<file path="config.mk">
export PLATFORM = sky130hd
export DESIGN_NAME = one_wire_crc8_request_response
export DESIGN_NICKNAME = d
export VERILOG_FILES = /design/src/hw/rtl/owcrc8_pkg.sv /design/src/hw/rtl/one_wire_crc8_request_response.sv
export SDC_FILE = /design/constraint.sdc
export NUM_CORES = 1
export LEC_CHECK = 0
export BUFFER_PORTS_ARGS = -buffer_cell sky130_fd_sc_hd__buf_2
export CAP_MARGIN = 0
export CORE_ASPECT_RATIO = 0.6
export CORE_MARGIN = 2
export CORE_UTILIZATION = 35
export DETAILED_ROUTE_END_ITERATION = 16
export PLACE_DENSITY_LB_ADDON = 0.1
export SYNTH_ARGS = -nofsm -noshare
export SYNTH_HDL_FRONTEND = slang
export SYNTH_SLANG_ARGS = --single-unit
</file>
<file path="constraint.sdc">
create_clock -name clock -period 3.1 [get_ports clock]
set_input_delay 0.62 -clock clock [delete_from_list [all_inputs] [get_ports clock]]
set_output_delay 0.62 -clock clock [all_outputs]
set_load 0.1 [all_outputs]
</file>
<file path="src/hw/rtl/owcrc8_pkg.sv">
`timescale 1ns / 1ps
// ----------------------------------------------------------------------------
// owcrc8_pkg
// Types, constants and the CRC-8 function of the single-wire transceiver.
// ----------------------------------------------------------------------------
package owcrc8_pkg;

   localparam int unsigned REQUEST_BITS      = 16;
   localparam int unsigned RESPONSE_BITS_DEF = 32;
   localparam int unsigned WORD_W            = 32;
   localparam int unsigned CNT_W             = 6;
   localparam logic [7:0]  CRC_POLY          = 8'h07;
   localparam logic [7:0]  CRC_SEED_RESET    = 8'hAC;

   localparam int unsigned REQ_DATA_W = 16;
   localparam int unsigned RSP_DATA_W = 40;

   localparam logic OP_START = 1'b0;
   localparam logic OP_TICK  = 1'b1;

   typedef enum logic [5:0] {
      PH_IDLE     = 6'b000001,
      PH_START    = 6'b000010,
      PH_REQUEST  = 6'b000100,
      PH_WAITING  = 6'b001000,
      PH_RESPONSE = 6'b010000,
      PH_STOPPING = 6'b100000
   } phase_type;

   function automatic logic [7:0] crc8_byte(input logic [7:0] seed, input logic [7:0] v);
      logic [7:0] c;
      c = seed ^ v;
      for (int i = 0; i < 8; i++) begin
         if (c[7]) begin
            c = {c[6:0], 1'b0} ^ CRC_POLY;
         end else begin
            c = {c[6:0], 1'b0};
         end
      end
      return c;
   endfunction

endpackage

</file>
<file path="src/hw/rtl/one_wire_crc8_request_response.sv">
`timescale 1ns / 1ps
// ----------------------------------------------------------------------------
// one_wire_crc8_request_response
// Single-wire request/response transceiver with CRC-8, stepped by bit ticks.
// ----------------------------------------------------------------------------
//  channel | direction | tdata / tuser contents
//  req_    | in        | tdata: request_byte[7:0], line_sample[8]; tuser: operation
//  rsp_    | out       | tdata: line_level[0], line_drive[1], session_busy[2],
//          |           |        response_valid[3], response_word[35:4]
//  csr_    | in        | data: crc_seed[7:0]
//
//  One transaction per cycle while req_tready is high; each start or tick is
//  done in the accept cycle; its result goes to the output register or the skid.
//  A two-entry output buffer (output register plus skid) keeps req_tready
//  registered; input stalls only when both entries hold results.
//  Synchronous active-high reset: phase idle, line driven high, crc_seed 0xAC.
// ----------------------------------------------------------------------------
module one_wire_crc8_request_response
   import owcrc8_pkg::*;
#(
   parameter int unsigned RESPONSE_BITS = RESPONSE_BITS_DEF
) (
   input  logic                  clock,
   input  logic                  reset,
   input  logic                  req_tvalid,
   output logic                  req_tready,
   input  logic [REQ_DATA_W-1:0] req_tdata,   // request_byte[7:0], line_sample[8]
   input  logic                  req_tuser,   // operation
   output logic                  rsp_tvalid,
   input  logic                  rsp_tready,
   output logic [RSP_DATA_W-1:0] rsp_tdata,   // level, drive, busy, valid, word[35:4]
   input  logic                  csr_valid,
   output logic                  csr_ready,
   input  logic [7:0]            csr_data
);

   logic [7:0]         crc_seed_ff;
   phase_type          phase_ff, phase_in;
   logic [CNT_W-1:0]   cnt_ff, cnt_in, cnt_dec;
   logic [WORD_W-1:0]  shift_ff, shift_in;
   logic               level_ff, level_in;
   logic               drive_ff, drive_in;
   logic               rvalid_in;
   logic [WORD_W-1:0]  rword_in;
   logic [7:0]         crc;
   logic               req_fire;
   logic [RSP_DATA_W-1:0] result;

   logic                  out_valid_ff, skid_valid_ff;
   logic [RSP_DATA_W-1:0] out_data_ff, skid_data_ff;

   assign csr_ready = 1'b1;
   assign req_tready = !skid_valid_ff;
   assign req_fire = req_tvalid && req_tready;
   assign cnt_dec = cnt_ff - CNT_W'(1);
   assign crc = crc8_byte(crc_seed_ff, req_tdata[7:0]);

   always_comb begin
      phase_in  = phase_ff;
      cnt_in    = cnt_ff;
      shift_in  = shift_ff;
      level_in  = level_ff;
      drive_in  = drive_ff;
      rvalid_in = 1'b0;
      rword_in  = '0;
      if (req_tuser == OP_START) begin
         phase_in = PH_START;
         shift_in = {req_tdata[7:0], crc, {(WORD_W - REQUEST_BITS){1'b0}}};
         cnt_in   = CNT_W'(1);
         drive_in = 1'b1;
         level_in = 1'b0;
      end else begin
         case (phase_ff)
            PH_START: begin
               cnt_in = cnt_dec;
               if (cnt_dec == '0) begin
                  cnt_in   = CNT_W'(REQUEST_BITS);
                  phase_in = PH_REQUEST;
               end
            end
            PH_REQUEST: begin
               cnt_in   = cnt_dec;
               level_in = shift_ff[WORD_W-1];
               shift_in = {shift_ff[WORD_W-2:0], 1'b0};
               if (cnt_dec == '0) begin
                  cnt_in   = CNT_W'(2);
                  phase_in = PH_WAITING;
               end
            end
            PH_WAITING: begin
               cnt_in = cnt_dec;
               if (cnt_dec == '0) begin
                  cnt_in   = CNT_W'(RESPONSE_BITS);
                  phase_in = PH_RESPONSE;
               end else if (cnt_dec == CNT_W'(1)) begin
                  drive_in = 1'b0;
                  level_in = 1'b1;
               end
            end
            PH_RESPONSE: begin
               cnt_in   = cnt_dec;
               shift_in = {shift_ff[WORD_W-2:0], req_tdata[8]};
               if (cnt_dec == '0) begin
                  cnt_in    = CNT_W'(2);
                  phase_in  = PH_STOPPING;
                  level_in  = 1'b1;
                  drive_in  = 1'b1;
                  rvalid_in = 1'b1;
                  rword_in  = shift_in;
               end
            end
            PH_STOPPING: begin
               cnt_in = cnt_dec;
               if (cnt_dec == '0) begin
                  phase_in = PH_IDLE;
               end
            end
            default: begin
               phase_in = phase_ff;
            end
         endcase
      end
   end

   assign result = {4'b0, rword_in, rvalid_in, (phase_in != PH_IDLE), drive_in, level_in};

   always_ff @(posedge clock) begin
      if (reset) begin
         crc_seed_ff <= CRC_SEED_RESET;
         phase_ff    <= PH_IDLE;
         cnt_ff      <= '0;
         shift_ff    <= '0;
         level_ff    <= 1'b1;
         drive_ff    <= 1'b1;
      end else begin
         if (csr_valid && csr_ready) begin
            crc_seed_ff <= csr_data;
         end
         if (req_fire) begin
            phase_ff <= phase_in;
            cnt_ff   <= cnt_in;
            shift_ff <= shift_in;
            level_ff <= level_in;
            drive_ff <= drive_in;
         end
      end
   end

   // output register and skid entry
   always_ff @(posedge clock) begin
      if (reset) begin
         out_valid_ff  <= 1'b0;
         skid_valid_ff <= 1'b0;
      end else begin
         if (!out_valid_ff || rsp_tready) begin
            if (skid_valid_ff) begin
               out_valid_ff  <= 1'b1;
               skid_valid_ff <= 1'b0;
            end else begin
               out_valid_ff <= req_fire;
            end
         end else if (req_fire) begin
            skid_valid_ff <= 1'b1;
         end
      end
   end

   always_ff @(posedge clock) begin
      if (!out_valid_ff || rsp_tready) begin
         if (skid_valid_ff) begin
            out_data_ff <= skid_data_ff;
         end else if (req_fire) begin
            out_data_ff <= result;
         end
      end else if (req_fire) begin
         skid_data_ff <= result;
      end
   end

   assign rsp_tvalid = out_valid_ff;
   assign rsp_tdata  = out_data_ff;

   a_skid_behind_out: assert property (@(posedge clock) disable iff (reset)
      skid_valid_ff |-> out_valid_ff)
      else $error("skid entry holds a result while the output register is empty");

   a_idle_line_high: assert property (@(posedge clock) disable iff (reset)
      (phase_ff == PH_IDLE) |-> (level_ff && drive_ff))
      else $error("line not driven high while idle");

   a_valid_frame: assert property (@(posedge clock) disable iff (reset)
      (rsp_tvalid && rsp_tdata[3]) |-> (rsp_tdata[2:0] == 3'b111))
      else $error("response completes without stop phase and high drive");

   a_word_zero: assert property (@(posedge clock) disable iff (reset)
      (rsp_tvalid && !rsp_tdata[3]) |-> (rsp_tdata[35:4] == '0))
      else $error("response word nonzero outside the completing tick");

endmodule

</file>
==> results.yml, run 1 <==
synthesis:
  yosys-top-cells-area: "edfxtp_1 37%, dfxtp_1 19%, mux2_2 6.4%, and2_1 3.4%, a21oi_1 3.4%"
  synth_common_cells: "72 x edfxtp_1, 56 x dfxtp_1, 47 x nand2_1, 39 x a21oi_1, 33 x mux2_2"
  yosys.area.top_type: "edfxtp_1"
  synth.most_common_cell: "edfxtp_1"
  synth-edff-count: 72
  ys_types: 54
  ys_ff_latch: 128
  ys_dominant_reg_cell: "edfxtp_1"
  syn_area_per_cell_um2: 11.1
  yosys_warnings: 0
  synth_seq_area_share_pct: 56.6
  netlist_area_um2: 5800
  synth_top_area_share_pct: 37.3
  synthArstFlopShare_pct: 0
  syn-instance-count: 521
worst_setup_path:
  worstPathCellList: "inv_1 -> ha_1 -> o41ai_4 -> o211ai_2 -> or4_4 -> a211oi_2 -> a32oi_1"
  crit_arrival_ps: 2890
  path_max_fanout: 9
  worstSetupStartpoint: "cnt_ff[0]$_SDFFE_PP0P_"
  slowest_stage: "or4_4"
  critical-path-top-delay-family: "compound AO/OA/AOI/OAI gates"
  worstSetupPathType: "reg2reg"
  cpPeakStageDelay_ps: 550
  worst_ep_required_time_ps: 3230
  reg2reg_from: "cnt_ff[0]$_SDFFE_PP0P_"
  path_buf_inv: 1
  worst_setup_path_start_kind: "register"
  end_kind: "register"
die:
  initial_core_util_pct: 35.8
  die_w_um: 170
  die-area_um2: 17700
  rows: 36
  die_y_um: 104
  coreArea_um2: 16200
  ios: 73
timing:
  fin_tns_setup_ps: 0
  period_share_pct: 88.8
  fin_hold_ws_ps: 421
  worst_pin_slew_ps: 586
  post-route-min-period_ps: 2750
  skew_ps: 12.4
  hold_viol: 0
  final-max-slew-violation-count: 0
  relSlewSlack_pct: 60.8
  rsz0062_at_grt: "false"
  fmax_mhz: 363
  setup_viol: 0
power:
  ir_drop_uv: 304
  cellLeakagePower_nw: 2.65
  power.density_nw_per_um2: 671
  total_power_mw: 4.68
run:
  drv_cap: 0
grt:
  antenna_found_initial: 0
  use_met3_pct: 3.78
  grt_pass1_vias: 3581
  met2_usage_pct: 18.5
  grt_max_degree: 41
  use_met1_pct: 26.6
  grt.overflow.total: 0
  grt_busiest_layer: "met1"
  track_usage_pct: 15.5
  grt_pass1_wl_um: 21000
place:
  place.gp.congestion: 0.824
  io_buffers: 60
  hpwl_um: 9050
  place_area_um2: 6310
final_layout:
  fin_area_um2: 6970
  num_antenna_cells: 0
  final_nets: 606
  area_delta_synth_final_pct: 20.1
  drive_gt1_share_pct: 24.4
detailed_routing:
  remaining_drc_errors: 0
  num_vias: 3937
  vias_per_cell: 4.95
  wl_per_cell_um: 16.8
  drt_pass1_iterations: 5
  routed_wl_um: 13300
  ant_nets: 0
  drtIter0Drc: 276
clock_network:
  h-tree-depth: 4
  cts_resized: 0
  insertion_delay_ps: 410
  cts_tree: "done"
  cts_max_path_buffers: 2
  clock_sinks: 128
  cts-buffers-inserted: 17
  cts-root-buf: "clkbuf_16"
  clk_pin_slew_ps: 60
  post_cts_buffers: 0
  ctsHoldBuffers: 0
status:
  status: "completed"
worst_hold_path:
  hp-class: "in2reg"
  min_from: "csr_data[3]"
## report_power, final
group | switching [mW] | internal [mW] | total, mW | leakage, nW
clock | 0.757 | 1.46 | 2.21 | 0.315
combinational | 0.420 | 0.142 | 0.562 | 1.20
sequential | 0.0446 | 1.86 | 1.90 | 1.13
## per-layer routing
| metal | share of wire (%) | vias to the layer above |
|---|---|---|
| met5 | 0 | - |
| met4 | 0.42 | 0 |
| met3 | 4.4 | 6 |
| met2 | 36 | 89 |
| met1 | 59 | 1871 |
| li1 | - | 1971 |
## flip-flops by register name (all words and copies together), names as in the netlist, 6 cells and up
name	count
skid_data_ff	36
phase_ff	6
shift_ff	32
crc_seed_ff	8
rsp_tdata	36
cnt_ff	6
## placed cells by master, fill, tap and decap left out, types with 3 or more instances in the layout
cell type / Yosys / layout
edfxtp_1: 72 / 72
buf_2: 3 / 60
dfxtp_1: 56 / 56
nand2_1: 47 / 47
a21oi_1: 39 / 38
mux2_2: 33 / 33
and2_1: 32 / 32
nor2_1: 30 / 29
nand3_1: 17 / 17
xnor2_1: 17 / 17
clkbuf_16: 0 / 17
mux2i_1: 13 / 13
o211ai_1: 13 / 13
a211oi_1: 12 / 12
buf_4: 5 / 10
nand2b_1: 8 / 8
xor2_1: 8 / 8
nor3_1: 7 / 7
nand3b_1: 6 / 6
inv_1: 6 / 6
o21ai_1: 5 / 5
nor2b_1: 6 / 5
conb_1: 2 / 5
bufinv_16: 0 / 5
o21ai_0: 4 / 4
a211o_1: 4 / 4
clkinv_4: 0 / 4
a31oi_1: 3 / 3
and3_1: 3 / 3
o21bai_1: 3 / 3
or4_1: 3 / 3
ha_1: 3 / 3
## worst register-to-register path: cells and delay by family, from the launching register on
kind / cells / cell delay (ps)
compound gates: 4 / 1010
simple gates: 1 / 550
flops: 1 / 490
fa+ha+maj: 1 / 340
buf+inv: 1 / 110
## worst paths after layout
kind | slack, ps | endpoint | cells after the start
worst max-delay path | 350 | rsp_tdata[2]$_DFFE_PP_ | 7
worst min-delay path | 420 | crc_seed_ff[3]$_SDFFE_PP1P_ | 2
worst max register to register | 350 | rsp_tdata[2]$_DFFE_PP_ | 7
worst min register to register | 460 | shift_ff[13]$_SDFFE_PP0P_ | 2
## cell type report
| class | count | area [um2] |
|---|---|---|
| multi-input combinational | 348 | 2350 |
| clock buffer | 20 | 447 |
| tap | 209 | 262 |
| timing repair buffer | 71 | 395 |
| sequential | 128 | 3280 |
| clock inverter | 12 | 206 |
| inverter | 7 | 26.3 |
| fill | 1543 | 9250 |
## cell families (layout without fill, tap and decap cells)
| logic type | after synthesis | in the layout | share of synthesized area (%) |
|---|---|---|---|
| xor+xnor | 25 | 25 | 3.77 |
| buf+inv | 48 | 110 | 3.49 |
| flops | 128 | 128 | 56.6 |
| compound gates | 99 | 99 | 11.5 |
| simple gates | 170 | 170 | 15.3 |
| other cells | 2 | 5 | 0.129 |
| fa+ha+maj | 3 | 3 | 0.647 |
| mux | 46 | 46 | 8.65 |
## through the flow
stage | setup slack [ps] | cells | util (%)
floorplan | 74.4 | 524 | -
global placement | 396 | 763 | 38.9
detailed placement | 381 | 763 | 38.9
CTS | 355 | 795 | 43.0
global route | 170 | 795 | 43.0
finish | 348 | 795 | 43.0
(Power assumes the default switching activity.)
==> inputs of run 2 (changes only) <==
ABC_AREA = 1   (was not set)
CORE_MARGIN = not set   (was 2)
GPL_TIMING_DRIVEN = 1   (was not set)
==> run 2 against run 1 <==
Effect of this change: clock power up 5%; critical path depth down 5; hold slack worse by 5.2 ps; cell count up 19%; sequential power about the same; final area up 3.7%; worst setup slack better by 280 ps; largest cell class unchanged; non-clock buffer count unchanged; via count up 10%; total power up 4.7%.
==> results.yml, run 2 <==
timing:
  setup_viol: 0
  skew_ps: 8.74
  worst_pin_slew_ps: 786
  hold_viol: 0
  rsz0062_at_grt: "false"
  final-max-slew-violation-count: 0
  fin_tns_setup_ps: 0
  post-route-min-period_ps: 2470
  relSlewSlack_pct: 47.5
  fmax_mhz: 404
  period_share_pct: 79.8
die:
  initial_core_util_pct: 36.4
  die-area_um2: 17800
  rows: 36
  ios: 73
  coreArea_um2: 16500
  die_y_um: 104
  die_w_um: 171
grt:
  met2_usage_pct: 23.2
  grt_busiest_layer: "met2"
  track_usage_pct: 15.9
  grt_pass1_vias: 4262
  use_met1_pct: 22.8
  grt.overflow.total: 0
  grt_max_degree: 39
  use_met3_pct: 3.48
  grt_pass1_wl_um: 21900
  antenna_found_initial: 0
power:
  switchingPower_mw: 1.34
  swShare_pct: 27.4
  comb_power_share_pct: 13.5
  p_clk_share_pct: 47.4
  p_int_mw: 3.56
  cellLeakagePower_nw: 3.03
  ir_drop_uv: 394
  power.density_nw_per_um2: 678
  power_frac_seq_pct: 39.2
run:
  drv_cap: 0
worst_setup_path:
  path_max_fanout: 17
  worst_ep_required_time_ps: 2480
  end_kind: "primary output"
  worstPathCellList: "inv_1 -> buf_2"
  path_buf_inv: 2
  slowest_stage: "dfxtp_1"
  worstSetupPathType: "reg2out"
  critical-path-top-delay-family: "flip-flops"
  crit_arrival_ps: 1850
  worst_setup_path_start_kind: "register"
  cpPeakStageDelay_ps: 820
clock_network:
  cts-root-buf: "clkbuf_16"
  ctsHoldBuffers: 0
  h-tree-depth: 4
  clk_pin_slew_ps: 60
  cts-buffers-inserted: 17
  insertion_delay_ps: 410
  clock_sinks: 128
  cts_max_path_buffers: 2
  post_cts_buffers: 0
  cts_tree: "done"
  cts_resized: 0
final_layout:
  drive_gt1_share_pct: 21.9
  fill_cells: 1622
  final_cell_mix: "165 x nand2_1, 72 x edfxtp_1, 65 x inv_1, 60 x buf_2, 56 x dfxtp_1"
  area_delta_synth_final_pct: 19.9
  final_nets: 742
  finish.utilization_pct: 43.7
  num_antenna_cells: 0
  final_common_cell: "nand2_1"
synthesis:
  yosys-top-cells-area: "edfxtp_1 36%, dfxtp_1 19%, nand2_1 10%, nor2_4 5.8%, a21oi_1 4.2%"
  synth_seq_area_share_pct: 54.5
  yosys.area.top_type: "edfxtp_1"
  yosys_warnings: 0
  syn-instance-count: 651
  synth-edff-count: 72
  ys_dominant_reg_cell: "edfxtp_1"
  ys_ff_latch: 128
  synthArstFlopShare_pct: 0
  ys_types: 39
  netlist_area_um2: 6020
  synth_common_cells: "165 x nand2_1, 72 x edfxtp_1, 65 x inv_1, 56 x dfxtp_1, 50 x a21oi_1"
  synth_top_area_share_pct: 35.9
  synth.most_common_cell: "nand2_1"
  syn_area_per_cell_um2: 9.25
place:
  hpwl_um: 8580
  place.gp.congestion: 0.850
  io_buffers: 60
detailed_routing:
  routed_wl_um: 13000
  drt_pass1_iterations: 4
  vias_per_cell: 4.57
  wl_per_cell_um: 13.7
  ant_nets: 0
  num_vias: 4338
  remaining_drc_errors: 0
  drtIter0Drc: 245
status:
  status: "completed"
worst_hold_path:
  hp-class: "in2reg"
## run 2: path summary, 6_finish.rpt
path                         startpoint                          end  slack, ps  depth (start not counted)
max          skid_valid_ff$_SDFFE_PP0P_                   req_tready        630                          2
min                         csr_data[2]  crc_seed_ff[2]$_SDFFE_PP1P_        420                          3
max reg2reg      cnt_ff[1]$_SDFFE_PP0P_       rsp_tdata[8]$_DFFE_PP_        660                         10
min reg2reg       drive_ff$_SDFFE_PP1P_        drive_ff$_SDFFE_PP1P_        480                          2
## run 2: stage by stage
stage          cells  hold slack [ps]  power [mW]  setup WS, ps  instance area, um2
6_report         950              416        4.90           627                7220
3_5_place_dp     918              462        2.62           660                6540
5_1_grt          950              422        5.09           468                7220
3_3_place_gp     918              446        2.61           699                6540
2_1_floorplan    654              435        2.49           315                6040
4_1_cts          950              401        4.95           592                7220
## run 2: cell families after synthesis
family | Yosys count | share of synthesized area [%]
AO/OA/AOI/OAI | 114 | 10.8
XOR/XNOR | 19 | 2.89
adder cells (fa/ha/maj) | 3 | 0.623
buffers and inverters | 106 | 7.54
flip-flops | 128 | 54.5
other | 2 | 0.125
AND/OR/NAND/NOR | 279 | 23.5
## run 2: layer usage
| metal | part of all wire (%) | up-vias | wire length, um |
|---|---|---|---|
| met5 | 0 | - | 0 |
| met4 | 1.0 | 0 | 130 |
| met3 | 4.1 | 12 | 530 |
| met2 | 41 | 87 | 5350 |
| met1 | 54 | 1998 | 6960 |
| li1 | - | 2241 | - |
## run 2: power by group through the flow
stage                     logic (mW)  registers, mW  clock network (mW)
after global placement         0.659           1.95                   0
after global routing           0.719           1.93                2.44
after detailed placement       0.662           1.95                   0
final                          0.659           1.92                2.32
after CTS                      0.665           1.92                2.37
after floorplan                0.353           2.14                   0
## run 2: area by class of cell
type | instances | area (um2) | area share (%)
Sequential cell | 128 | 3280 | 45.4
Clock buffer | 18 | 429 | 5.94
Multi-Input combinational cell | 420 | 2310 | 32.0
Timing Repair Buffer | 71 | 395 | 5.47
Clock inverter | 14 | 251 | 3.48
Inverter | 71 | 267 | 3.69
Tap cell | 228 | 285 | 3.95
## run 2: worst register-to-register path: cells and delay by family, from the launching register on
kind | cells | cell delay [ps]
xor gates and xnor gates | 1 | 250
adders and majority gates | 1 | 240
buffers and inverters | 2 | 430
DFF | 1 | 420
and+or+nand+nor | 6 | 970
==> inputs of run 3 (changes only) <==
ABC_AREA = 0   (was 1)
clock period = 2.2 ns   (was 3.1 ns; I/O delays follow)
==> run 3 against run 2 <==
Effect of this change: the flow now finishes with violations (setup timing); sequential cell count unchanged; hold slack worse by 180 ps; sequential share of layout area decreased by 0.74 points; critical path depth rose by 4; critical path type is now reg2reg; largest cell class unchanged.
==> results.yml, run 3 (synthesis results as in run 1) <==
final_layout:
  fin_area_um2: 7360
  final_nets: 645
  num_antenna_cells: 0
  area_delta_synth_final_pct: 26.9
  final_cell_mix: "72 x edfxtp_1, 59 x buf_2, 53 x dfxtp_1, 46 x nand2_1, 42 x buf_4"
  fill_cells: 1537
  drive_gt1_share_pct: 31.7
  final_common_cell: "edfxtp_1"
detailed_routing:
  ant_nets: 0
  drtIter0Drc: 271
  num_vias: 4096
  vias_per_cell: 4.91
  drt_pass1_iterations: 5
  routed_wl_um: 14000
  remaining_drc_errors: 0
  wl_per_cell_um: 16.7
place:
  place_area_um2: 6670
  io_buffers: 60
  place.gp.congestion: 0.805
  hpwl_um: 9520
timing:
  final-max-slew-violation-count: 0
  setup_slack_ps: -104
  relSlewSlack_pct: 65.6
  fmax_mhz: 434
  period_share_pct: 105
  rsz0062_at_grt: "true"
  fin_tns_setup_ps: -119
  worst_pin_slew_ps: 516
  skew_ps: 11.7
  setup_viol: 2
  hold_viol: 0
  post-route-min-period_ps: 2300
grt:
  grt_max_degree: 41
  grt.overflow.total: 0
  track_usage_pct: 17.1
  grt_pass1_wl_um: 21900
  grt_pass1_vias: 3805
  antenna_found_initial: 0
die:
  die_y_um: 102
  die-area_um2: 17100
  coreArea_um2: 16200
  rows: 36
  ios: 73
  initial_core_util_pct: 35.8
  die_w_um: 168
worst_setup_path:
  reg2reg_from: "cnt_ff[0]$_SDFFE_PP0P_"
  crit_arrival_ps: 2450
  worstSetupPathType: "reg2reg"
  path_max_fanout: 5
  end_kind: "register"
  r2r_slack_ps: -100
  reg2reg_depth: 6
  worst_setup_path_start_kind: "register"
  slowest_stage: "or4_4"
  worst_ep_required_time_ps: 2350
  crit_path_end: "rsp_tdata[2]$_DFFE_PP_"
  worstSetupStartpoint: "cnt_ff[0]$_SDFFE_PP0P_"
  cpPeakStageDelay_ps: 530
  reg2reg_to: "rsp_tdata[2]$_DFFE_PP_"
  worstPathCellList: "o21a_1 -> o41ai_4 -> o211ai_4 -> or4_4 -> a211oi_2 -> a32oi_1"
clock_network:
  cts_tree: "done"
  clk_pin_slew_ps: 60
  cts-buffers-inserted: 17
  clock_sinks: 128
  ctsHoldBuffers: 0
  insertion_delay_ps: 410
  cts-root-buf: "clkbuf_16"
  cts_max_path_buffers: 2
  h-tree-depth: 4
worst_hold_path:
  worstHoldPathCells: 2
  hp-class: "in2reg"
power:
  cellLeakagePower_nw: 2.84
  total_power_mw: 6.36
  p_clk_share_pct: 44.1
  power.density_nw_per_um2: 864
  ir_drop_uv: 410
  switchingPower_mw: 1.75
  comb_power_share_pct: 13.8
  p_int_mw: 4.61
  power_frac_seq_pct: 42.1
  swShare_pct: 27.6
status:
  status: "finished, violations left"
  violations: "setup timing"
run:
  drv_cap: 0
run 3: cell types whose count changed in the layout (fill, tap and decap cells not counted), moves of 8 or more:
cell	change
nand2_1	-119
inv_1	-61
mux2_2	+33
and2_1	+32
buf_4	+32
nor2_4	-32
o21ai_0	-29
a21oi_1	-14
mux2i_1	+13
nor2_1	-10
nand2b_1	+8
run 3: what timing repair did:
item | 4_1_cts | 5_1_grt
setup endpoints to repair | 36 | 38
gates resized for setup | 7 | 7
setup buffers | 4 | 2
pin swaps | 3 | 7
gates cloned | 0 | 0
run 3: per-layer routing:
| metal | vias to the layer above | track usage [%] | wire length, um |
|---|---|---|---|
| met5 | - | 0 | 0 |
| met4 | 0 | 5.10 | 112 |
| met3 | 11 | 4.45 | 638 |
| met2 | 82 | 21.1 | 5110 |
| met1 | 1951 | 27.6 | 8110 |
| li1 | 2052 | - | - |
run 3: stage by stage:
stage	utilization [%]	cells	worst slack, ps	hold WS (ps)
after global routing	45.4	834	-162	235
after detailed placement	41.1	796	-159	455
after floorplan	-	524	-153	435
after global placement	41.1	796	-120	451
final	45.4	834	-104	232
after CTS	45.1	832	-118	222
run 3: worst max-delay path: cells and delay by family (launching register included):
family	cells	cell delay, ps
simple gates	1	530
flops	1	360
compound gates	5	1140
run 3: cell type report:
class	count	area, um2	share of cell area, %
clock buffers	20	457	6.20
clock inverters	12	134	1.82
inverters	7	28.8	0.391
multi-input cells	348	2410	32.7
flip-flops and latches	128	3290	44.7
well taps	209	262	3.55
repair buffers	110	782	10.6
run 3: worst min-delay path by stage:
stage	start	endpoint	slack, ps
floorplan	shift_ff[16]$_SDFFE_PP0P_	shift_ff[16]$_SDFFE_PP0P_	440
global placement	level_ff$_SDFFE_PP1P_	level_ff$_SDFFE_PP1P_	450
detailed placement	shift_ff[10]$_SDFFE_PP0P_	shift_ff[10]$_SDFFE_PP0P_	450
CTS	csr_data[7]	crc_seed_ff[7]$_SDFFE_PP1P_	220
global route	csr_data[7]	crc_seed_ff[7]$_SDFFE_PP1P_	240
finish	csr_data[7]	crc_seed_ff[7]$_SDFFE_PP1P_	230
run 3: power by group through the flow:
| stage | clock (mW) | sequential, mW | combinational (mW) |
|---|---|---|---|
| final | 2.81 | 2.68 | 0.879 |
| after global routing | 2.96 | 2.69 | 0.938 |
| after CTS | 2.85 | 2.67 | 0.873 |
| after detailed placement | 0 | 2.72 | 0.863 |
| after global placement | 0 | 2.72 | 0.854 |
| after floorplan | 0 | 2.98 | 0.390 |
